[src/rtl/core/nbc_ram.sv]
module nbc_ram #(
  parameter int WIDTH = 32,
  parameter int DEPTH = 64,
  localparam int AW = (DEPTH > 1) ? $clog2(DEPTH) : 1
) (
  input  logic             clk,
  input  logic             we,
  input  logic [AW-1:0]    waddr,
  input  logic [WIDTH-1:0] wdata,
  input  logic [AW-1:0]    raddr,
  output logic [WIDTH-1:0] rdata
);

  logic [WIDTH-1:0] mem [DEPTH];

  always_ff @(posedge clk) begin
    if (we) begin
      mem[waddr] <= wdata;
    end
    rdata <= mem[raddr];
  end

endmodule

[config.mk]
export PLATFORM = sky130hd
export DESIGN_NAME = nbc_ram
export DESIGN_NICKNAME = d
export VERILOG_FILES = /design/src/rtl/core/nbc_ram.sv
export SDC_FILE = /design/constraint.sdc
export NUM_CORES = 2
export LEC_CHECK = 0
export ABC_AREA = 1
export BUFFER_PORTS_ARGS = -buffer_cell sky130_fd_sc_hd__clkbuf_2
export CAP_MARGIN = 20
export CORE_AREA = 2 2 414 416
export CTS_CLUSTER_SIZE = 8
export DETAILED_ROUTE_END_ITERATION = 8
export DIE_AREA = 0 0 416 418
export MAX_ROUTING_LAYER = met4
export PLACE_DENSITY_LB_ADDON = 0.25
export SLEW_MARGIN = 20
export SYNTH_ARGS = -nofsm -noshare
export SYNTH_HDL_FRONTEND = slang
export SYNTH_SLANG_ARGS = --single-unit
[constraint.sdc]
create_clock -name clk -period 14.4 [get_ports clk]
set_clock_uncertainty 0.15 [all_clocks]
set_input_delay 2.88 -clock clk [delete_from_list [all_inputs] [get_ports clk]]
set_output_delay 2.88 -clock clk [all_outputs]
set_load 0.005 [all_outputs]
==> summary.md <==
| Metric | Value |
|---|---|
| DRT antenna net count | `0` |
| CP Cell Sequence | `buf_8, inv_16, buf_16, buf_12, buf_4, nand2_1, nand3_1, nand3_1, nand3_1, nand3_1, nand2_1, nand2_1, nand2_1` |
| Register Area | `0.0621 mm2` |
| Outcome | `complete, no violations` |
| Die ar. | `0.174 mm2` |
| Die span in y | `418 um` |
| Routability congestion estimate | `0.880` |
| Power per cell area | `148 mW/mm2` |
| Io pins | `78` |
| Setup TNS | `0 ps` |
| Unrepaired setup endpoints after global routing | `false` |
| Top achievable clock speed | `153 MHz` |
| Vias in the first global route | `51500` |
| Seq cells post-synth | `2080` |
| Maximum root-to-sink buffer count | `4` |
| Worst-margin pin slew | `1140 ps` |
| Critical path's top delay family | `buffers and inverters` |
| Startpoint types | `input port` |
| CTS H-tree lvls | `5` |
| CTS Buf Count | `a little over 300` |
| Worst skew pair latency | `around 940 ps` |
| Maxcap violations | `0` |
| HP Class | `flip-flop to flip-flop` |
| Initial antenna violation count | `10` |
| Post-DR vias/cell | `5.98` |
| GRT overflow | `0` |
| Nets | `6912` |
| Placed Area | `0.0855 mm2` |
| First-pass GRT wire length | `approximately 350000 um` |
| Gr usage total | `0.288` |
| Synth warn | `0` |
| PnR worst setup slack | `7880 ps` |
| Post-cts gate resize count | `0` |
| TritonRoute pass-1 iters | `6` |
| Row cnt | `151` |
| WS Path Type | `input port to flip-flop` |
| Syn Area/Cell | `~12 um2` |
| Final Cycle Share | `0.453` |
| CP Max Fanout | `approximately 180` |
| Setup Buffers After CTS | `0` |
| Post-Syn Nets | `just under 7000` |
| DP HPWL | `127000 um` |
| Fin. Hold Viols | `0` |
| Cell variety after synth | `16` |
| Worst path bufs/invs | `5` |
| Final Slew Violations | `0` |
| IO buf count | `77` |
| Routed vias | `54900` |
| Number of fill cells | `13500` |
| Sink Count | `2080` |
| Routed len/inst | `between 20 and 30 um` |
| Die Width | `416 um` |
| Crit. End Element | `flip-flop` |
| Synthesized area | `0.0827 mm2` |
| Clock tree from TritonCTS | `done` |
| Core area | `0.169 mm2` |
| Reg clk slew, reported paths | `50 ps` |
| Seq/Total Area, Yosys | `0.751` |
| Worst VDD drop | `114 uV` |
| Post-Syn Instances | `around 6800` |
| Initial Util | `0.489` |
| Multi-input logic area | `0.0188 mm2` |
| Syn-to-layout area delta | `13.4%` |
| Post-route DRC | `0` |
| Post-Route WL | `245000 um` |
| P_leak | `roughly 33 nW` |
| Setup WS pre-CTS | `7200 ps` |
| CTS Hold Bufs | `0` |
| Fin crit period | `6520 ps` |
| CP max stage cell | `buf_4` |
| Post-route cell area | `0.0938 mm2` |
| Fin util | `0.555` |
| Crit-path max cell delay | `~750 ps` |
| Iter 0 DRT Violations | `7581` |
| Slew margin rel. | `0.239` |
| Share of layout cells above drive strength 1 | `0.0902` |
| CP required | `15070 ps` |
| Largest net degree at the start of global routing | `216` |
| Root Buffer | `clkbuf_16` |
| Final setup fails | `0` |
| Worst EP arrival | `7190 ps` |
[cell usage after synthesis]
| master | n | share of area |
|---|---|---|
| nand2_1 | 2248 | 0.10 |
| edfxtp_1 | 2048 | 0.74 |
| nand3_1 | 1907 | 0.12 |
| buf_2 | 282 | 0.017 |
| clkbuf_1 | 77 | 0.0035 |
| nor2_1 | 56 | 0.0025 |
| buf_4 | 45 | 0.0041 |
| buf_1 | 40 | 0.0018 |
| dfxtp_1 | 32 | 0.0077 |
| inv_1 | 9 | 0.00041 |
| nand4_1 | 9 | 0.00068 |
| nor4_1 | 8 | 0.00060 |
| buf_6 | 3 | 0.00041 |
| buf_8 | 2 | 0.00036 |
| inv_2 | 2 | 0.000091 |
| inv_4 | 1 | 0.000076 |
[area by class of cell]
type                    count  share of cell area
diodes                     13            0.000347
clock buffers             393              0.0880
clock inverters             5            0.000547
inverters                  12            0.000880
multi-input cells        4228               0.200
flip-flops and latches   2080               0.662
well taps                2218              0.0296
repair buffers            234              0.0183
[cells by family (layout without fill, tap and decap cells)]
family,Yosys count,count (layout),share of synthesized area
AND/OR/NAND/NOR,4228,4228,0.221
flip-flops,2080,2080,0.751
buffers and inverters,461,644,0.0278
other,0,13,0
[registers in the layout, indices dropped and copies added (netlist names)]
name and count:
rdata 32, mem 2048
[tightest hold or removal path: stages, from the launching register on]
cell and delay (ps):
edfxtp_1 320, nand2_1 50, nand3_1 50, nand3_1 60, nand3_1 80, nand3_1 60, nand2_1 60, nand2_1 40
nand2_1 40
[metal layers]
layer	wire length, um	vias up	global-route usage	part of all wire
met4	10600	0	0.120	0.043
met2	113000	3085	0.437	0.46
met5	0	-	-	0
li1	-	24300	-	-
met1	96800	27000	0.389	0.39
met3	24900	540	0.0484	0.10
[path summary, 6_finish.rpt]
| path | slack [ps] | cells past startpoint | start | endpoint |
|---|---|---|---|---|
| setup / recovery | 7880 | 13 | raddr[0] | rdata[8] |
| hold / removal | 650 | 8 | mem[12][2] | rdata[2] |
| setup reg to reg | 12310 | 8 | mem[53][8] | rdata[8] |
| hold reg to reg | 650 | 8 | mem[12][2] | rdata[2] |
[report_power, final]
group / switching [W] / leakage [nW] / internal [W]
combinational: 0.000596 / 10.4 / 0.000173
clock: 0.00240 / 4.04 / 0.00393
sequential: 0.0000319 / 18.7 / 0.00672
[through the flow]
step | power, W | instances | hold WS [ps]
final | 0.0139 | 9183 | 645
after global routing | 0.0142 | 9176 | 722
after CTS | 0.0139 | 9169 | 655
after detailed placement | 0.00762 | 8771 | 639
after global placement | 0.00761 | 8769 | 625
after floorplan | 0.00725 | 6769 | 571
[placed cells by master, fill, tap and decap left out]
cell and instances:
dfxtp_1 32, nor4_4 1, buf_8 3, clkbuf_16 319
buf_4 149, edfxtp_1 2048, buf_12 6, inv_16 1
nor2_4 56, inv_8 2, clkbuf_2 72, nand2_1 2248
inv_1 7, nand4_1 9, buf_16 2, clkbuf_1 74
inv_6 2, clkinv_8 2, nor4_2 7, diode_2 13
nand3_1 1907, buf_6 2, clkinv_2 3
Note: power is estimated with default switching activity, not from simulation.
