==> src/rtl/core/nbc_pkg.sv <==
package nbc_pkg;

  localparam int MAX_ENTRIES_DEF = 64;
  localparam int VALUE_BITS_DEF  = 16;
  localparam int AXES            = 4;
  localparam int INDEX_BITS      = 6;
  localparam int COUNT_BITS      = 7;
  localparam int DIST_BITS       = 36;
  localparam int TIE_BITS        = 64;
  localparam int PADDR_BITS      = 3;
  localparam int PDATA_BITS      = 32;

  localparam logic [DIST_BITS-1:0] DIST_MAX = '1;

  localparam logic OP_LOAD  = 1'b0;
  localparam logic OP_QUERY = 1'b1;

  // Register index as seen in paddr above the byte offset.
  localparam logic REG_ENTRY_COUNT = 1'b0;
  localparam logic [COUNT_BITS-1:0] ENTRY_COUNT_RESET = 7'd1;

  typedef struct packed {
    logic clear;
    logic ex_en;
    logic sq_en;
    logic acc_en;
  } dist_ctrl_t;

endpackage

==> src/rtl/core/nbc_dist.sv <==
module nbc_dist #(
  parameter int VALUE_BITS = nbc_pkg::VALUE_BITS_DEF
) (
  input  logic                         clk,
  input  nbc_pkg::dist_ctrl_t          ctrl,
  input  logic signed [VALUE_BITS-1:0] lo,
  input  logic signed [VALUE_BITS-1:0] hi,
  input  logic signed [VALUE_BITS-1:0] v,
  output logic [nbc_pkg::DIST_BITS-1:0] total
);
  import nbc_pkg::*;

  localparam int EW = VALUE_BITS + 1;
  localparam int SW = 2 * EW;

  logic [VALUE_BITS:0]  dlo;
  logic [VALUE_BITS:0]  dhi;
  logic [EW-1:0]        tlo;
  logic [EW-1:0]        thi;
  logic [EW-1:0]        ex;
  logic [SW-1:0]        sq;
  logic [DIST_BITS-1:0] sq_sat;
  logic [DIST_BITS:0]   sum;

  assign dlo = {lo[VALUE_BITS-1], lo} - {v[VALUE_BITS-1], v};
  assign dhi = {v[VALUE_BITS-1], v} - {hi[VALUE_BITS-1], hi};

  // Only a positive difference counts; both can when the range is reversed.
  assign tlo = (!dlo[VALUE_BITS] && dlo != '0) ? {1'b0, dlo[VALUE_BITS-1:0]} : '0;
  assign thi = (!dhi[VALUE_BITS] && dhi != '0) ? {1'b0, dhi[VALUE_BITS-1:0]} : '0;

  always_comb begin
    if ((sq >> DIST_BITS) != '0) begin
      sq_sat = DIST_MAX;
    end else begin
      sq_sat = DIST_BITS'(sq);
    end
  end

  assign sum = {1'b0, total} + {1'b0, sq_sat};

  always_ff @(posedge clk) begin
    if (ctrl.ex_en) begin
      ex <= tlo + thi;
    end
    if (ctrl.sq_en) begin
      sq <= SW'(ex) * SW'(ex);
    end
    if (ctrl.clear) begin
      total <= '0;
    end else if (ctrl.acc_en) begin
      total <= sum[DIST_BITS] ? DIST_MAX : sum[DIST_BITS-1:0];
    end
  end

endmodule

==> config.mk <==
export PLATFORM = sky130hd
export DESIGN_NAME = nbc_dist
export DESIGN_NICKNAME = d
export VERILOG_FILES = /design/src/rtl/core/nbc_pkg.sv /design/src/rtl/core/nbc_dist.sv
export SDC_FILE = /design/constraint.sdc
export NUM_CORES = 1
export LEC_CHECK = 0
export ABC_CLOCK_PERIOD_IN_PS = 13290
export BUFFER_PORTS_ARGS = -buffer_cell sky130_fd_sc_hd__buf_2
export CAP_MARGIN = 40
export CORE_ASPECT_RATIO = 1.1
export CORE_MARGIN = 4
export CORE_UTILIZATION = 24
export DETAILED_ROUTE_END_ITERATION = 10
export PLACE_DENSITY = 0.44
export RECOVER_POWER = 50
export SYNTH_ARGS = -nofsm -noshare
export SYNTH_HDL_FRONTEND = slang
export SYNTH_SLANG_ARGS = --single-unit
==> constraint.sdc <==
create_clock -name clk -period 13.29 [get_ports clk]
set_input_delay 0 -clock clk [delete_from_list [all_inputs] [get_ports clk]]
set_output_delay 0 -clock clk [all_outputs]
set_load 0.05 [all_outputs]
==> flow_metrics.tcl <==
set metrics [dict create \
    cts_tree "done" \
    slew_violations 34 \
    avgSynthCellArea_um2 8.854 \
    layout-drive-gt1-share 0.06618 \
    worstSetupPathType "flip-flop to flip-flop" \
    grt.met3_usage 0.01034 \
    antenna_left 0 \
    start_util 0.2432 \
    relSlewSlack -0.1308 \
    clkSinkCount 86 \
    io_buffers 88 \
    gp_congestion 0.8134 \
    worstMarginPinSlew_ps 1696 \
    period_needed_ps 6910 \
    htreeDepth 3 \
    drt_iter0_drc 351 \
    status "complete, but fails checks" \
    clkLatencyLatePin_ps 380 \
    post_cts_buffers 0 \
    ys_warn_count 0 \
    crit_path_end_kind "flip-flop" \
    grt_max_degree 38 \
    synth.top_cell.area_share 0.2534 \
    grt_antenna_before_repair 0 \
    dp_hpwl_um 31390 \
    wl_per_cell_um 14.15 \
    grt_pass1_vias 12480 \
    gr-usage-met2 0.1963 \
    die_area_um2 67630 \
    cts-root-buf "clkbuf_16" \
    synth-edff-count 50 \
    cts_buffers 9 \
    vias_per_cell 4.320 \
    worstPathArrival_ps 7040 \
    synth_top_area_cell "fa_1" \
    violations "max-capacitance violations, max-slew violations" \
    start_kind "flip-flop" \
    fin_nets 2217 \
    max_cap_viol_count 1 \
    rows 96 \
    vias 11301 \
    ff_latch_area_um2 2222 \
    n_antenna_cell 0 \
    cts_resized 0 \
    syn_inst 1722 \
    core_um2 62700 \
    n_fill_cell 6814 \
    grtUsageTotal 0.1138 \
    period_share 0.5199 \
    ios 89 \
    clock-skew-final_ps 12.49 \
    ys_types 67 \
    ctsHoldBuffers 1 \
    syn-cell-area_um2 15250 \
    synth_area_leaders "fa_1 25%, ha_1 16%, edfxtp_1 9.8%, inv_1 8.2%, dfxtp_1 4.7%" \
    ys_seq_area_frac 0.1457 \
    fmax_mhz 144.7 \
    wl_um 37010 \
    hold_violations 0 \
    grt-ovfl-total 0 \
    tns_ps 0 \
    die-height_um 272.4 \
    drc 0 \
    multi_input_area_um2 11560 \
    async_reset_ff_frac 0 \
    grt_pass1_wl_um 63310 \
    setup_viol 0 \
    r2r_slack_ps 6380 \
    firstDrtPassIters 5 \
    busiest_layer "met2" \
    cts.clk_slew.worst_paths_ps 70 \
    area_delta_synth_final_pct 10.69 \
    synth-seq-cells 86 \
    required_ps 13420 \
    holdWs_ps 236.5 \
    die_w_um 248.3 \
    rsz0062_at_grt "no" \
    use_met1 0.1545 \
    hold_path_class "input pin to flip-flop" \
    synth_fp_nets 2161 \
    ys.flop_type "edfxtp_1" \
    clk_path_buf_depth 2 \
    worstPathMaxFanout 18 \
]
==> metrics by stage <==
step	instances	area [µm²]	setup slack (ps)	utilization
final	2616	16880	6380	0.2692
after global routing	2616	16880	6019	0.2692
after CTS	2616	16930	6357	0.2699
after detailed placement	2599	16570	6324	0.2642
after global placement	2598	16550	6398	0.2639
after floorplan	1722	15250	7040	-
==> final timing paths <==
path,cells after the start,to,startpoint
max,21,sq[32]$_DFFE_PP_,ex[2]$_DFFE_PP_
min,4,total[0]$_SDFFE_PP0P_,ctrl[0]
max reg2reg,21,sq[32]$_DFFE_PP_,ex[2]$_DFFE_PP_
min reg2reg,2,total[34]$_SDFFE_PP0P_,total[34]$_SDFFE_PP0P_
==> metal layers <==
| layer | share of wire | wire length, µm |
|---|---|---|
| met3 | 0.024 | 901 |
| met2 | 0.48 | 17730 |
| met4 | 0.014 | 500 |
| met5 | 0 | 0 |
| met1 | 0.48 | 17870 |
==> worst max-delay path, stage by stage (launching register included) <==
cell and delay, ps:
edfxtp_1 850, nand2_1 260, inv_1 130, fa_1 420, inv_1 90, fa_1 420
fa_1 550, inv_1 70, fa_1 480, fa_1 490, inv_1 50, fa_1 480
inv_1 40, ha_1 340, a21oi_1 180, o21bai_1 120, a221o_1 330, a211oi_1 350
o211ai_1 250, or3b_2 500, a31oi_1 210, xnor2_1 80
==> flip-flops by register name, summed over array words and instances, names as in the netlist <==
| name | count |
|---|---|
| sq | 33 |
| ex | 17 |
| total | 36 |
==> logic make-up (layout without fill, tap and decap cells) <==
kind of cell	Yosys count	count (layout)	share of synthesized area
xor gates and xnor gates	100	100	0.05744
buffers and inverters	383	444	0.09593
AOI/OAI and AO/OA	329	329	0.1529
adders and majority gates	386	386	0.4118
DFF	86	86	0.1457
and+or+nand+nor	435	435	0.1342
muxes	3	3	0.002052
==> synth_stat cells, drive strengths merged (12+ instances only) <==
| library cell | instances |
|---|---|
| xor2 | 29 |
| a31oi | 16 |
| o21a | 17 |
| edfxtp | 50 |
| a21oi | 78 |
| fa | 193 |
| dfxtp | 36 |
| nand3 | 20 |
| o21bai | 12 |
| clkbuf | 44 |
| and2 | 58 |
| ha | 193 |
| a21o | 47 |
| nand4 | 15 |
| nand2 | 135 |
| nand2b | 16 |
| nor2 | 130 |
| xnor2 | 71 |
| a211oi | 43 |
| inv | 335 |
| nor3 | 20 |
| o21ai | 55 |
==> cell type report <==
cell class / instances / area share
multi-input cells: 1253 / 0.6851
flip-flops and latches: 86 / 0.1317
inverters: 335 / 0.07451
well taps: 833 / 0.06175
repair buffers: 93 / 0.02639
clock buffers: 10 / 0.01483
clock inverters: 6 / 0.005783
==> layout by cell type, fill, tap and decap left out, types with 55 or more instances in the layout <==
cell / netlist / final
a21oi_1: 78 / 78
and2_1: 58 / 58
fa_1: 193 / 193
ha_1: 193 / 193
inv_1: 335 / 335
nand2_1: 135 / 135
nor2_1: 130 / 130
o21ai_0: 55 / 55
xnor2_1: 71 / 71
Power is not shown: default switching activity piles up to over one toggle a cycle in this logic, so the estimate is an artifact.
