$ cat src/rtl/core/nbc_pkg.sv
package nbc_pkg;

  localparam int MAX_ENTRIES_DEF = 64;
  localparam int VALUE_BITS_DEF  = 16;
  localparam int AXES            = 4;
  localparam int INDEX_BITS      = 6;
  localparam int COUNT_BITS      = 7;
  localparam int DIST_BITS       = 36;
  localparam int TIE_BITS        = 64;
  localparam int PADDR_BITS      = 3;
  localparam int PDATA_BITS      = 32;

  localparam logic [DIST_BITS-1:0] DIST_MAX = '1;

  localparam logic OP_LOAD  = 1'b0;
  localparam logic OP_QUERY = 1'b1;

  // Register index as seen in paddr above the byte offset.
  localparam logic REG_ENTRY_COUNT = 1'b0;
  localparam logic [COUNT_BITS-1:0] ENTRY_COUNT_RESET = 7'd1;

  typedef struct packed {
    logic clear;
    logic ex_en;
    logic sq_en;
    logic acc_en;
  } dist_ctrl_t;

endpackage

$ cat src/rtl/core/nbc_mod.sv
module nbc_mod #(
  parameter int DIV_BITS = 7
) (
  input  logic                         clk,
  input  logic                         rst,
  input  logic                         start,
  input  logic [nbc_pkg::TIE_BITS-1:0] dividend,
  input  logic [DIV_BITS-1:0]          divisor,
  output logic                         done,
  output logic [DIV_BITS-1:0]          remainder
);
  import nbc_pkg::*;

  localparam int CNT_BITS = $clog2(TIE_BITS + 1);

  logic [CNT_BITS-1:0] cnt;
  logic [TIE_BITS-1:0] sh;
  logic [DIV_BITS:0]   trial;

  // One quotient bit per cycle, restoring form.
  assign trial = {remainder, sh[TIE_BITS-1]};

  always_ff @(posedge clk) begin
    if (rst) begin
      cnt  <= '0;
      done <= 1'b0;
    end else begin
      done <= 1'b0;
      if (start) begin
        cnt       <= CNT_BITS'(TIE_BITS);
        sh        <= dividend;
        remainder <= '0;
      end else if (cnt != '0) begin
        sh  <= sh << 1;
        cnt <= cnt - 1'b1;
        if (trial >= {1'b0, divisor}) begin
          remainder <= DIV_BITS'(trial - {1'b0, divisor});
        end else begin
          remainder <= trial[DIV_BITS-1:0];
        end
        if (cnt == CNT_BITS'(1)) begin
          done <= 1'b1;
        end
      end
    end
  end

endmodule

$ cat config.mk
export PLATFORM = sky130hd
export DESIGN_NAME = nbc_mod
export DESIGN_NICKNAME = d
export VERILOG_FILES = /design/src/rtl/core/nbc_pkg.sv /design/src/rtl/core/nbc_mod.sv
export SDC_FILE = /design/constraint.sdc
export NUM_CORES = 1
export LEC_CHECK = 0
export ABC_AREA = 1
export BUFFER_PORTS_ARGS = -buffer_cell sky130_fd_sc_hd__buf_2
export CORE_MARGIN = 1
export CORE_UTILIZATION = 54
export CTS_CLUSTER_DIAMETER = 100
export CTS_CLUSTER_SIZE = 40
export DETAILED_ROUTE_END_ITERATION = 8
export PLACE_DENSITY = 0.79
export SETUP_SLACK_MARGIN = 0.05
export SYNTH_ARGS = -nofsm -noshare
export SYNTH_HDL_FRONTEND = slang
export SYNTH_SLANG_ARGS = --single-unit
$ cat constraint.sdc
create_clock -name clk -period 6.44 [get_ports clk]
set_input_delay 0.322 -clock clk [delete_from_list [all_inputs] [get_ports clk]]
set_output_delay 0.322 -clock clk [all_outputs]
set_load 0.01 [all_outputs]
==> results.md, run 1 <==
* Initial Util at 55.9%
* Die width at 85.9 µm
* Final Instance Count excl. Fillers at 602
* DRT Pass-1 Iters at 4
* Final hold violations at 0
* Syn Nets at 505
* Minimum clock period at 2360 ps
* Synth cell types at 26
* Gate power share at 20.0%
* Finished Cell Area at 4520 µm²
* # IOs at 82
* Worst setup path category: in -> reg
* Synthesized area at 3800 µm²
* Post-DRT Antenna Nets at 0
* Layout cells sized above 1 at 21.3%
* Setup TNS at 0 ps
* Antenna diode count at 0
* GRT Total Usage at 20.6%
* Int Power at 1030 µW
* Dpl hpwl at 4620 µm
* Worst-skew pair later-pin latency at 350 ps
* Sequential-to-total area share from yosys stat at 60.3%
* Slowest stage delay, CP at 720 ps
* Post-layout nets at 585
* Routability cong. at 0.874
* CP arrival at 2330 ps
* P_sw at 378 µW
* Finish-stage setup viols at 0
* Maximum vdd drop at 134 µV
* Root Driver: clkbuf_8
* Via density at 4.77
* Largest cells by area after synthesis: edfxtp_1, nand2_1, dfxtp_1, ha_1, inv_1
* Fmax at 0.423 GHz
* Clk sinks at 79
* Minimum setup slack after placement at 3700 ps
* Yosys top cell by area: edfxtp_1
* Number of remaining DRC errors at 0
* Critical path's slowest cell: buf_4
* Status: completed
* Setup Buffers After CTS at 0
* Setup slack after layout at 4080 ps
* Post-synth top area share at 56.1%
* Die area at 7370 µm²
* Initial antenna violation count at 0
* Syn_area_per_cell at 9.02 µm²
* First-pass GRT wire length at 11500 µm
* Die height at 85.9 µm
* Post-CTS resize count at 0
* Wirelength per Cell at 11.6 µm
* Fin crit share at 36.7%
* GR Overflow Total at 0
* Fin. max-slew vios at 0
* Clock power frac at 31.2%
* Total routed wirelength at 6960 µm
* Sw Ratio at 26.9%
* Crit-path cells: buf_2 -> buf_4 -> inv_4 -> a21oi_4 -> buf_4
* Flop pwr share at 48.8%
* CP Max Fanout at 72
* Hold_buf cts at 0
* Power per cell area at 311 nW/µm²
* Hold Crit Class: in -> reg
* Max-capacitance violation count at 0
* Max-slew headroom at 40.7%
* Worst Path Required at 6410 ps
* Synthesis Warnings at 0
* FP Rows at 30
* Setup crit end kind: register
* CTS Buf Count at 9
* Synth Register Bits at 79
* Layout Utilization at 66.6%
* Reg2Reg Depth at 6
* Placed cells at 586
* Synth-to-layout area growth at 19.0%
* Post-Place Cell Area at 4280 µm²
* Leak Pwr at 0.00221 µW
* Clk_skew at 11.7 ps
* Pin count of the biggest net entering global routing at 73
* Clock transition at path regs at 70 ps
* Slew of the pin with the lowest slew margin at 889 ps
* Core Region at 6790 µm²
* Cell mode on critical path: buf_4
* Filler cell count at 575
* Unrepaired setup endpoints after global routing: no
* CTS tree: yes
* Iter 0 DRT Violations at 226
* WHS Path Cells at 2
* Syn Inst Count at 421
* Critical Path Source Type: input port
* Via Count at 2872
* Vias in the first global route at 2647
* Port bufs at 81
* Clock Path Buffers at 2
* H-tree depth at 3
## cells by family (layout without fill, tap and decap cells)
| logic type | count (synthesis) | count (layout) | share of synthesized area, % |
|---|---|---|---|
| adder cells (fa/ha/maj) | 10 | 10 | 3.49 |
| buffers and inverters | 44 | 129 | 4.84 |
| AO/OA/AOI/OAI | 11 | 11 | 1.84 |
| flip-flops | 79 | 79 | 60.3 |
| AND/OR/NAND/NOR | 272 | 272 | 28.3 |
| XOR/XNOR | 5 | 5 | 1.15 |
## power groups by stage
stage,sequential (µW),clock (µW),combinational (µW)
after global placement,693,0,273
final,686,439,282
after CTS,686,445,284
after global routing,694,467,327
after detailed placement,697,0,282
after floorplan,700,0,203
## sequential cells by signal, indices dropped and copies added (netlist names)
name / count
cnt: 7
done: 1
remainder: 7
sh: 64
## critical path, delay by kind of cell
kind                   cells  cell delay, ps
buffers and inverters      4            1720
AOI/OAI and AO/OA          1             240
## synthesized netlist by cell type (all sizes together)
cell and number:
nor2 26, o21ai 2, ha 9, nor3 3, buf 8, inv 30
nand4 2, or2 2, fa 1, clkbuf 6, dfxtp 8, a21oi 9
xnor2 4, nand3 12, xor2 1, nand2 227, edfxtp 71
## path summary, 6_finish.rpt
check,end,slack [ps],startpoint
setup reg to reg,sh[6],4340,cnt[0]
hold reg to reg,cnt[3],500,cnt[3]
setup / recovery,sh[6],4080,start
hold / removal,cnt[6],200,rst
## through the flow
stage	hold WS, ps	power (µW)
detailed placement	487	979
global route	188	1490
global placement	478	967
CTS	189	1420
finish	204	1410
floorplan	391	902
## layout by cell type (no fill, tap or decap), types with 2 or more instances in the layout
cell       count
a21oi_1        6
a21oi_4        2
buf_2         81
buf_4          2
bufinv_16      3
clkbuf_1       2
clkbuf_8      10
dfxtp_1        8
edfxtp_1      71
ha_1           9
inv_1         27
inv_2          2
nand2_1      224
nand2_2        2
nand3_1       12
nand4_1        2
nor2_1        25
nor3_1         2
o21ai_1        2
or2_1          2
xnor2_1        4
## metal layers
metal | routed length [µm] | GRT usage (%) | vias to the layer above
li1 | - | - | 1495
met1 | 3280 | 27.9 | 1291
met2 | 3270 | 32.0 | 74
met3 | 252 | 3.75 | 12
met4 | 163 | 10.3 | 0
met5 | 0 | 0 | -
## final cells by class
class	instances	area, µm²	share of cell area (%)
sequential	79	2290	50.7
timing repair buffer	83	420	9.30
inverter	30	115	2.55
clock buffer	12	145	3.21
tap	96	120	2.66
multi-input combinational	298	1330	29.5
clock inverter	4	95.1	2.10
Power figures use the tool's default switching activity.
==> run 2: changes to the inputs <==
--- a/config.mk
+++ b/config.mk
@@ -5,14 +5,14 @@
 export SDC_FILE = /design/constraint.sdc
 export NUM_CORES = 1
 export LEC_CHECK = 0
-export ABC_AREA = 1
+export ABC_AREA = 0
 export BUFFER_PORTS_ARGS = -buffer_cell sky130_fd_sc_hd__buf_2
 export CORE_MARGIN = 1
-export CORE_UTILIZATION = 54
+export CORE_UTILIZATION = 49
 export CTS_CLUSTER_DIAMETER = 100
 export CTS_CLUSTER_SIZE = 40
 export DETAILED_ROUTE_END_ITERATION = 8
-export PLACE_DENSITY = 0.79
+export PLACE_DENSITY = 0.76
 export SETUP_SLACK_MARGIN = 0.05
 export SYNTH_ARGS = -nofsm -noshare
 export SYNTH_HDL_FRONTEND = slang
==> constraint.sdc (replaced) <==
create_clock -name clk -period 2.1 [get_ports clk]
set_input_delay 0.105 -clock clk [delete_from_list [all_inputs] [get_ports clk]]
set_output_delay 0.105 -clock clk [all_outputs]
set_load 0.01 [all_outputs]
==> run 2 against run 1 <==
- the run now ends with setup timing left
- via count decreased by 18%
- power increased to 3.2 times the previous value
- clock skew decreased by 4.2 ps
- synthesized cell count decreased by 40%
- non-clock buffer count increased by 21
- hold slack got worse by 140 ps
==> results.md, run 2 <==
* Status: complete, but fails checks
* Failing checks: setup timing
* CP top delay family: compound AO/OA/AOI/OAI gates
* Clk_skew at 7.50 ps (-4.15 ps)
* R2r startpoint: sh[63]
* Layout cells sized above 1 at 55.2% (+34 points)
* Clock transition at path regs at 80 ps (about the same)
* Int Power at 3260 µW (+220%)
* Antenna diode count at 0 (unchanged)
* Finished Cell Area at 4650 µm² (+2.8%)
* Leak Pwr at 0.00186 µW (-16%)
* Post-synth top cells: edfxtp_1, mux2_2, nor2_1, inv_1, ha_1
* Power per cell area at 961 nW/µm² (+210%)
* Number of remaining DRC errors at 0 (unchanged)
* Initial Util at 50.8% (-5.1 points)
* Setup slack after layout at -256 ps (-4330 ps)
* Worst setup path category: reg -> reg
* Clock power frac at 24.3% (-6.9 points)
* P_sw at 1200 µW (+220%)
* Via density at 5.09 (+6.7%)
* Top flop regs: sh: 64 flops, cnt: 7 flops, remainder: 7 flops
* Unrepaired setup endpoints after global routing: yes
* Sw Ratio at 26.9% (+0.075 points)
* Setup TNS at -1620 ps (-1620 ps)
* Hold_ws at 63.1 ps (-141 ps)
* Cell with the most instances after synthesis: edfxtp_1
* GR Overflow Total at 0 (unchanged)
* Die area at 7910 µm² (+7.3%)
* Syn Inst Count at 251 (-40%)
* Synth-to-layout area growth at 25.5%
* Clock Path Buffers at 2 (unchanged)
* Vias in the first global route at 2235 (-16%)
* Initial antenna violation count at 0 (unchanged)
* Post-Place Cell Area at 4400 µm² (+2.7%)
* Synth Flop Type: edfxtp_1
* Post-layout nets at 441 (-25%)
* Layout Utilization at 63.7% (-2.8 points)
* Most common cell after layout, fill and taps aside: buf_2
* Final hold violations at 0 (unchanged)
* Fmax at 0.424 GHz
* Largest cells by area after synthesis: edfxtp_1, mux2_2, dfxtp_1, ha_1, nor2_1
* Syn_area_per_cell at 14.8 µm² (+64%)
* Sequential-to-total area share from yosys stat at 61.9% (+1.5 points)
* Die height at 88.9 µm (+3.6%)
* Yosys top cell by area: edfxtp_1
* Flop pwr share at 48.7% (about the same)
* Max-capacitance violation count at 0 (unchanged)
* Die width at 88.9 µm (+3.6%)
* Slew of the pin with the lowest slew margin at 506 ps (-383 ps)
* Critical path launch point: sh[63]
* Core Region at 7290 µm² (+7.3%)
* Critical Path Source Type: register
* FP Rows at 31 (+3.3%)
* Port bufs at 81 (unchanged)
* GRT Total Usage at 17.6% (-3.0 points)
* Iter 0 DRT Violations at 88 (-61%)
* Post-DRT Antenna Nets at 0 (unchanged)
* Asr flop ratio synth at 0% (unchanged)
* Wirelength per Cell at 14.4 µm (+24%)
* Slowest stage delay, CP at 390 ps (-330 ps)
* First-pass GRT wire length at 10200 µm (-11%)
* CTS Buf Count at 9 (unchanged)
* Synth Register Bits at 79 (unchanged)
* Gate power share at 27.0% (+7.0 points)
* Pin count of the biggest net entering global routing at 76 (+4.1%)
* Worst Path Required at 2180 ps (-4230 ps)
* Synthesis Warnings at 0 (unchanged)
* DRT Pass-1 Iters at 4 (unchanged)
* R2R Setup Slk at -260 ps (-4600 ps)
* Maximum vdd drop at 483 µV (+260%)
* Most frequent cells in the layout: buf_2, edfxtp_1, mux2_2
* Critical path's slowest cell: edfxtp_1
* Fin. max-slew vios at 0 (unchanged)
* Crit path buf inv count at 3 (-1)
* Max-slew headroom at 66.2% (+26 points)
* Synth cell types at 38 (+46%)
* CP Max Fanout at 4 (-94%)
* Syn Nets at 335 (-34%)
* Setup crit end kind: register
* Post-synth top area share at 57.6% (+1.4 points)
* H-tree depth at 3 (unchanged)
* Minimum clock period at 2360 ps
* Reg2Reg Depth at 10 (+4)
* Clk sinks at 79 (unchanged)
* Total power draw at 4470 µW (+220%)
* Most flops, register: sh
* CP arrival at 2430 ps (+100 ps)
* Filler cell count at 595 (+3.5%)
* Hold Crit Class: in -> reg
* Via Count at 2347 (-18%)
* Fin crit share at 112%
* Finish-stage setup viols at 7 (+7)
* Crit path capture: remainder[1]
* RR Endpoint: remainder[1]
* Routability cong. at 0.826 (-5.4%)
* Max reg flops at 64 (unchanged)
* Synthesized area at 3700 µm² (-2.5%)
* Crit-path cells: inv_1 -> ha_2 -> inv_2 -> fa_2 -> a211oi_2 -> o211ai_1 -> a311o_1 -> buf_4 -> mux2i_1 -> nor2_1
* Dpl hpwl at 4430 µm (-4.0%)
* CTS tree: yes
* Total routed wirelength at 6620 µm (-4.9%)
* # IOs at 82 (unchanged)
* Critical path depth at 10 (+5)
* Number of flops mapped to enable cells by yosys at 71 (unchanged)
* Worst-skew pair later-pin latency at 340 ps (about the same)
* Root Driver: clkbuf_8
## run 2: cell types whose count changed in the layout (fill, tap and decap cells not counted), sizes merged, moves of 3 or more
cell,previous run,this run
nand3,12,0
buf,83,104
mux2i,0,3
nor2b,0,3
nand2,227,4
nor3b,0,3
o21ai,2,6
inv,30,14
bufinv,3,0
mux2,0,64
nor2,26,19
nand2b,0,3
a211oi,0,3
## run 2: power by group through the flow
| stage | registers [µW] | logic (µW) | clock network (µW) |
|---|---|---|---|
| global placement | 2200 | 1130 | 0 |
| floorplan | 2200 | 793 | 0 |
| detailed placement | 2210 | 1160 | 0 |
| global route | 2210 | 1340 | 1170 |
| CTS | 2180 | 1200 | 1120 |
| finish | 2180 | 1200 | 1090 |
## run 2: logic make-up after synthesis
family,Yosys count,share of synthesized area (%)
flip-flops,79,61.9
multiplexers,67,20.3
AND/OR/NAND/NOR,43,6.08
buffers and inverters,24,2.70
AO/OA/AOI/OAI,22,4.05
adder cells (fa/ha/maj),10,3.58
XOR/XNOR,6,1.42
## run 2: layout make-up
| cell class | count | area (µm²) | area share [%] |
|---|---|---|---|
| clock buffer | 13 | 180 | 3.88 |
| sequential | 79 | 2290 | 49.4 |
| multi-input combinational | 149 | 1360 | 29.3 |
| inverter | 14 | 52.6 | 1.13 |
| timing repair buffer | 104 | 619 | 13.3 |
| tap | 99 | 124 | 2.67 |
| clock inverter | 3 | 15.0 | 0.323 |
## run 2: routing by layer
layer / share of wire, % / global-route usage [%]
met3: 6.9 / 6.28
met1: 45 / 22.8
met4: 1.0 / 6.06
met2: 47 / 27.8
met5: 0 / 0
## run 2: worst min-delay path by stage
stage / from / to / slack (ps) / cells after the start
floorplan: rst / cnt[1] / 170 / 1
global placement: rst / cnt[1] / 370 / 2
detailed placement: rst / cnt[1] / 380 / 2
CTS: rst / cnt[1] / 10 / 2
global route: dividend[8] / sh[8] / 40 / 2
finish: dividend[18] / sh[18] / 60 / 2
## run 2: repair_timing
action / in CTS / in global routing
endpoints found under the setup margin: 7 / 60
pin swaps: 3 / 1
gates resized for setup: 3 / 1
buffers inserted: 4 / 1
hold buffers: 0 / 0
cloned: 0 / 1
hold endpoints to repair: 0 / 0
## run 2: through the flow
stage	worst slack, ps	instances
6_report	-256	461
2_1_floorplan	-255	251
3_3_place_gp	-243	439
5_1_grt	-371	461
4_1_cts	-246	459
3_5_place_dp	-328	439
## run 2: worst register-to-register path: stages, from the launching register on
cell and delay, ps:
edfxtp_1 390, inv_1 70, ha_2 170, inv_2 40, fa_2 340, a211oi_2 220
o211ai_1 130, a311o_1 380, buf_4 170, mux2i_1 130, nor2_1 50
